`config.mk`:
```
export PLATFORM = sky130hd
export DESIGN_NAME = ptst_slot_mem
export DESIGN_NICKNAME = d
export VERILOG_FILES = /design/src/ptst_pkg.sv /design/src/ptst_slot_mem.sv
export SDC_FILE = /design/constraint.sdc
export NUM_CORES = 1
export LEC_CHECK = 0
export ABC_CLOCK_PERIOD_IN_PS = 3100
export BUFFER_PORTS_ARGS = -buffer_cell sky130_fd_sc_hd__clkbuf_2
export CAP_MARGIN = 20
export CORE_UTILIZATION = 40
export DETAILED_ROUTE_END_ITERATION = 8
export GPL_TIMING_DRIVEN = 0
export PLACE_DENSITY = 0.57
export SETUP_SLACK_MARGIN = 0.1
export SKIP_CTS_REPAIR_TIMING = 1
export SLEW_MARGIN = 20
export SYNTH_ARGS = -nofsm -noshare
export SYNTH_HDL_FRONTEND = slang
export SYNTH_SLANG_ARGS = --single-unit
```
`constraint.sdc`:
```
create_clock -name clk -period 3.1 [get_ports clk]
set_clock_uncertainty 0.2 [all_clocks]
set_input_delay 0.465 -clock clk [delete_from_list [all_inputs] [get_ports clk]]
set_output_delay 0.465 -clock clk [all_outputs]
set_load 0.01 [all_outputs]
```
`src/ptst_pkg.sv`:
```
// Shared constants, codes and record types of the periodic task slot timer.
package ptst_pkg;

	localparam int SLOTS_DEF   = 16;
	localparam int MAX_RESULTS = 16;

	localparam int KIND_W   = 2;
	localparam int ID_W     = 16;
	localparam int PERIOD_W = 24;
	localparam int TICK_W   = 32;
	localparam int STATUS_W = 3;
	localparam int SLOT_W   = 4;
	localparam int LATE_W   = 31;

	localparam logic [TICK_W-1:0] POLL_TICK_RST = '1;

	typedef enum logic [KIND_W-1:0] {
		KIND_ADD    = 2'd0,
		KIND_REMOVE = 2'd1,
		KIND_POLL   = 2'd2
	} kind_t;

	typedef enum logic [STATUS_W-1:0] {
		ST_ADDED    = 3'd0,
		ST_FULL     = 3'd1,
		ST_REMOVED  = 3'd2,
		ST_NOTFOUND = 3'd3,
		ST_FIRED    = 3'd4,
		ST_IDLE     = 3'd5
	} status_t;

	typedef struct packed {
		logic [ID_W-1:0]     task_id;
		logic [PERIOD_W-1:0] period;
		logic [TICK_W-1:0]   due;
	} slot_ent_t;

	typedef struct packed {
		status_t             status;
		logic [SLOT_W-1:0]   slot;
		logic [ID_W-1:0]     fired_id;
		logic [LATE_W-1:0]   lateness;
		logic                last;
	} rsp_t;

endpackage

```
`src/ptst_slot_mem.sv`:
```
// Slot table memory with a registered read port and per-entry valid bits cleared by reset.
module ptst_slot_mem import ptst_pkg::*; #(
	parameter int SLOTS = SLOTS_DEF
) (
	input  logic                     clk,
	input  logic                     arst_n,
	input  logic                     rd_en,
	input  logic [$clog2(SLOTS)-1:0] rd_addr,
	output slot_ent_t                rd_ent,
	input  logic                     wr_en,
	input  logic [$clog2(SLOTS)-1:0] wr_addr,
	input  slot_ent_t                wr_ent
);

	slot_ent_t        mem [SLOTS];
	slot_ent_t        rdata_q;
	logic [SLOTS-1:0] valid_q;
	logic             rvalid_q;

	always_ff @(posedge clk or negedge arst_n) begin
		if (!arst_n) begin
			valid_q  <= '0;
			rvalid_q <= 1'b0;
		end else begin
			if (wr_en) begin
				valid_q[wr_addr] <= 1'b1;
			end
			if (rd_en) begin
				rvalid_q <= valid_q[rd_addr];
			end
		end
	end

	always_ff @(posedge clk) begin
		if (wr_en) begin
			mem[wr_addr] <= wr_ent;
		end
		if (rd_en) begin
			rdata_q <= mem[rd_addr];
		end
	end

	// An entry never written since reset reads as an empty slot.
	assign rd_ent = rvalid_q ? rdata_q : '0;

endmodule
```
### After elaboration in Yosys (flattened, before gate mapping)

Memories as Yosys holds them, arrays and structs flattened. A register that Yosys moved wholly into a read port is not among the register bits.
Cells that the tools add are included.

| storage, ports and cells | value |
|---|---|
| register bits after elaboration | 17 |
| memory bits (writable) | 1152 |
| input port bits | 84 |
| memories kept | 1 |

| cells by class | value |
|---|---|
| magnitude comparators | 3 |
| multiplexer cells | 7 |
| bitwise operators | 1 |
| reduce and logical (&&, ||, !) cells | 1 |

Memory list:

| memory | depth | bits a word | read ports | clocked after Yosys merged registers in | wr ports | RTL line | RTL |
|---|---|---|---|---|---|---|---|
| mem | 16 | 72 | 1 | 1 | 1 | ptst_slot_mem.sv:15 | `slot_ent_t mem [SLOTS];` |

Operators by type and width:

| kind | count |
|---|---|
| $mux W72 | 1 |
| $or A16 B16 Y16 | 1 |
| $lt A4 B5 Y1 const B | 2 |
| $bmux W1 S4 | 1 |
| $demux W1 S4 | 1 |
| $ge A4 B1 Y1 const B | 1 |
| $mux W1 | 4 |
| $logic_and A1 B1 Y1 | 1 |

### Depth between registers and ports, before layout

| logic depth | value |
|---|---|
| depth after elaboration | 5 |
| depth in mapped cells | 7 |
| gate-level depth less buffers | 4 |

### Worst setup path before layout

OpenSTA, ideal clock, no wires.

| timing | value |
|---|---|
| kind | input to register |
| start point | input wr_addr[2] |
| end point | register valid_q[0] |
| setup time | 0.096 ns |
| arrival | 6.440 ns |
| path slack | -3.635 ns |
| stages | 3 |
| path through | or3b_2 > nor3_1 > or2_2 |

| between the ends | value |
|---|---|
| cells in the longest elaborated chain, start to end | 5 |
| elaborated cells between the ends (all ways) | 6 |
| classes of those cells | order compare (2); mux (2); bitwise (1); reduce/logical (1) |

Ends and longest elaborated chain:

| what | RTL line | RTL |
|---|---|---|
| start, declared | ptst_slot_mem.sv:11 | `input logic [$clog2(SLOTS)-1:0] wr_addr,` |
| $lt A4 B5 Y1 (not written as such) or $ge A4 B1 Y1 (tied branches) | ptst_slot_mem.sv:26 | `valid_q[wr_addr] <= 1'b1;` |
| $logic_and A1 B1 Y1 (not written as such) | ptst_slot_mem.sv:26 |  |
| $mux W1 (not written as such) | ptst_slot_mem.sv:26 |  |
| $demux W1 S4 * | ptst_slot_mem.sv:26 |  |
| $or A16 B16 Y16 (no source line) * | n/a |  |
| end signal, assigned | ptst_slot_mem.sv:22 | `valid_q <= '0;` |
| end signal, assigned by index | ptst_slot_mem.sv:26 |  |
| end, declared | ptst_slot_mem.sv:17 | `logic [SLOTS-1:0] valid_q;` |

Every way passes the cells marked *; elsewhere a longest branch is shown, timed or not.
A chain may end at the register's enable or synchronous reset.

==> results.txt <==
The clock input transition at the sequential cells of the worst setup and hold paths is 0.06 ns, and the count of buffers from port buffering is 153. Setup violations remaining at the end of the flow were counted as 0. The pin count of the biggest net entering global routing was 51; the static leakage power was 17.9 nW.

The remaining design rule violation count came out at 0. Including well taps, the total number of placed cells is 3568. In this run the vertical extent of the chip is 344 um. The clock root buffer was clkbuf_16.

After layout, the worst path uses 92.2% of the clock period. The post-DP HPWL was 74.2 mm. The tools report the type of origin of the critical path as a flip-flop. In this run the cell area of the synthesized design comes to 0.0467 mm2.

The worst setup path is of the flip-flop to output pin kind. The tools report the max-slew headroom at the worst pin as 23.2%. Setup repair after global routing left no endpoint under its margin.

The routed wirelength normalized by instance count is 29.5 um, and the final net count is 2332. The mean instance size in the synthesized netlist is 25.8 um2. The synthesized instance count is 1808.

The final reports fail on negative hold slack. The worst setup path is captured at an output pin. The count of nets left with antenna violations once routing finished came out at 0. The post-route netlist has 35.5% of its cells at a drive strength greater than 1. The number of vias per cell after detailed routing works out to 5.48.

The run gives 161 mm as the wire length of the first global-routing pass. TritonCTS built the clock tree. Sequential cells were found to cover 79.6% of the synthesized design area. Across the run, the number of max-cap violations was 0.

The required time at the endpoint of the critical path is 2.43 ns, and the post-placement setup slack is -0.645 ns. At the pin with the least slew margin, the transition time is 1.15 ns. The tools report the maximum frequency from static timing analysis as 350 MHz. The routability congestion estimate is 0.707, and the number of non-filler instances in the completed layout is 3863.

Counting flops with a built-in enable in the synthesized netlist gives 1224. The smallest clock period supported by the final layout is computed as 2.86 ns. The library cells used most frequently in the layout, excluding fill and tap cells, are 1224 x edfxtp_1, 340 x mux4_2, 161 x clkbuf_2. Once the floorplan was initialized, standard cells occupied 40.6% of the core.

No sink is reached through more buffers than the 3 on the longest clock path. After floorplanning, the core was divided into 124 placement rows. The setup slack after layout was 0.242 ns; the number of hold-slack violations in the final timing report was 32. Along the worst path, the maximum fanout reaches 10. The critical path data arrival time came out at 2.19 ns. Leaving out fill and tap cells, the most frequent cell in the layout is edfxtp_1. After global routing the overflow that remains totals 0. The count of filler cells inserted in the layout was 9168. Global routing used 19.5% of the available tracks across all layers.

In the synthesized netlist the dominant register cell turns out to be edfxtp_1. The run gives 0.452 mV as the maximum vdd drop. Yosys mapped the design onto 21 distinct sky130hd cell types. The die covers 0.118 mm2. From left edge to right edge, the die measures 344 um.

In this run the worst hold path is classified as input port to flip-flop. After the first detailed-routing iteration, the DRC count stood at 2231. The clock reaches the later pin of the worst-skew pair after 0.70 ns. The tools report the via total after detailed routing as 21200. The number of antenna violations at the first check in global routing was 11; the power density over the cells was 636 mW/mm2. Clock tree synthesis inserted a total of 121 buffers. 156 I/O pins were placed. The run finished, with violations left. Total core area: 0.115 mm2. Via count of the first global-routing pass: 22200. The area growth from synthesis to layout is 19.6%. The logs give -0.0156 ns for the final worst hold slack and 0 for the final max-slew violation count. After layout, the design draws a total of 35.5 mW. The overall routed net length came out at 114 mm.

After synthesis, the share of flip-flops with an asynchronous set or reset is 1.37%. Synthesis inferred 1241 register bits. For this run, the number of Yosys warnings is 0. The tools report the register-to-register setup slack as 1.21 ns. Synthesis produced a netlist with a net count of 1892. In this run the number of H-tree levels came out at 3.

The clock sink count is 1241, and the number of search-and-repair iterations in the first detailed-routing pass is 5.
==> cells by family after synthesis <==
group | Yosys count | share of synthesized area (%)
buffers and inverters | 88 | 1.12
multiplexers | 368 | 17.8
flip-flops | 1241 | 79.6
AND/OR/NAND/NOR | 111 | 1.41
==> worst paths after layout <==
kind	startpoint	depth (start not counted)	end
min in group asynchronous	arst_n	2	valid_q[12]
setup / recovery	rvalid_q	3	rd_ent[13]
hold / removal	wr_ent[9]	1	mem[0][9]
setup reg to reg	mem[3][51]	2	rdata_q[51]
hold reg to reg	valid_q[4]	1	valid_q[4]
max in group asynchronous	arst_n	2	rvalid_q
==> worst max-delay path, cell delays in order (launching register included) <==
cell and delay [ns]:
dfrtp_4 0.60, clkbuf_2 0.34, and2_1 0.34, clkbuf_2 0.19
==> cells in the mapped netlist, drive strengths merged (2+ instances only) <==
cell type,count,area (um2)
buf,52,388
mux4,364,8290
or2,16,100
clkbuf,36,135
nand2b,2,12.5
edfxtp,1224,36800
dfrtp,17,425
nor2,12,45.0
nand3b,2,15.0
nor3,4,20.0
mux2i,3,30.0
and2,72,450
==> where the power goes <==
part           internal (mW)  switching [mW]
clock                   7.84            6.15
sequential              18.9           0.137
combinational           1.09            1.38
==> flip-flops by register name, indices dropped and copies added, names as in the netlist <==
| name | cells |
|---|---|
| valid_q | 16 |
| rdata_q | 72 |
| rvalid_q | 1 |
| mem | 1152 |
==> per-stage QoR <==
stage	area [um2]	hold slack [ns]	setup TNS, ns	util, %
3_5_place_dp	51400	0.212	-31.91	44.7
3_3_place_gp	49500	0.202	-2816.14	43.0
4_1_cts	55100	-0.551	-14.52	48.0
6_report	55900	-0.0156	0	48.6
2_1_floorplan	46800	-0.0306	-141.58	-
5_1_grt	55900	0.000112	0	48.6
==> area by class of cell <==
type,count,area (um2),area share [%]
Sequential cell,1241,37200,66.6
Multi-Input combinational cell,479,9140,16.4
Buffer,88,534,0.956
Clock buffer,148,3150,5.64
Tap cell,1512,1890,3.39
Clock inverter,75,584,1.05
Antenna cell,3,7.51,0.0134
Timing Repair Buffer,317,3370,6.03
==> metal layers <==
metal	global-route usage [%]	part of all wire (%)
met1	26.7	42
met2	32.2	50
met3	4.00	6.1
met4	4.56	1.9
met5	0	0.072
(Power assumes the default switching activity.)
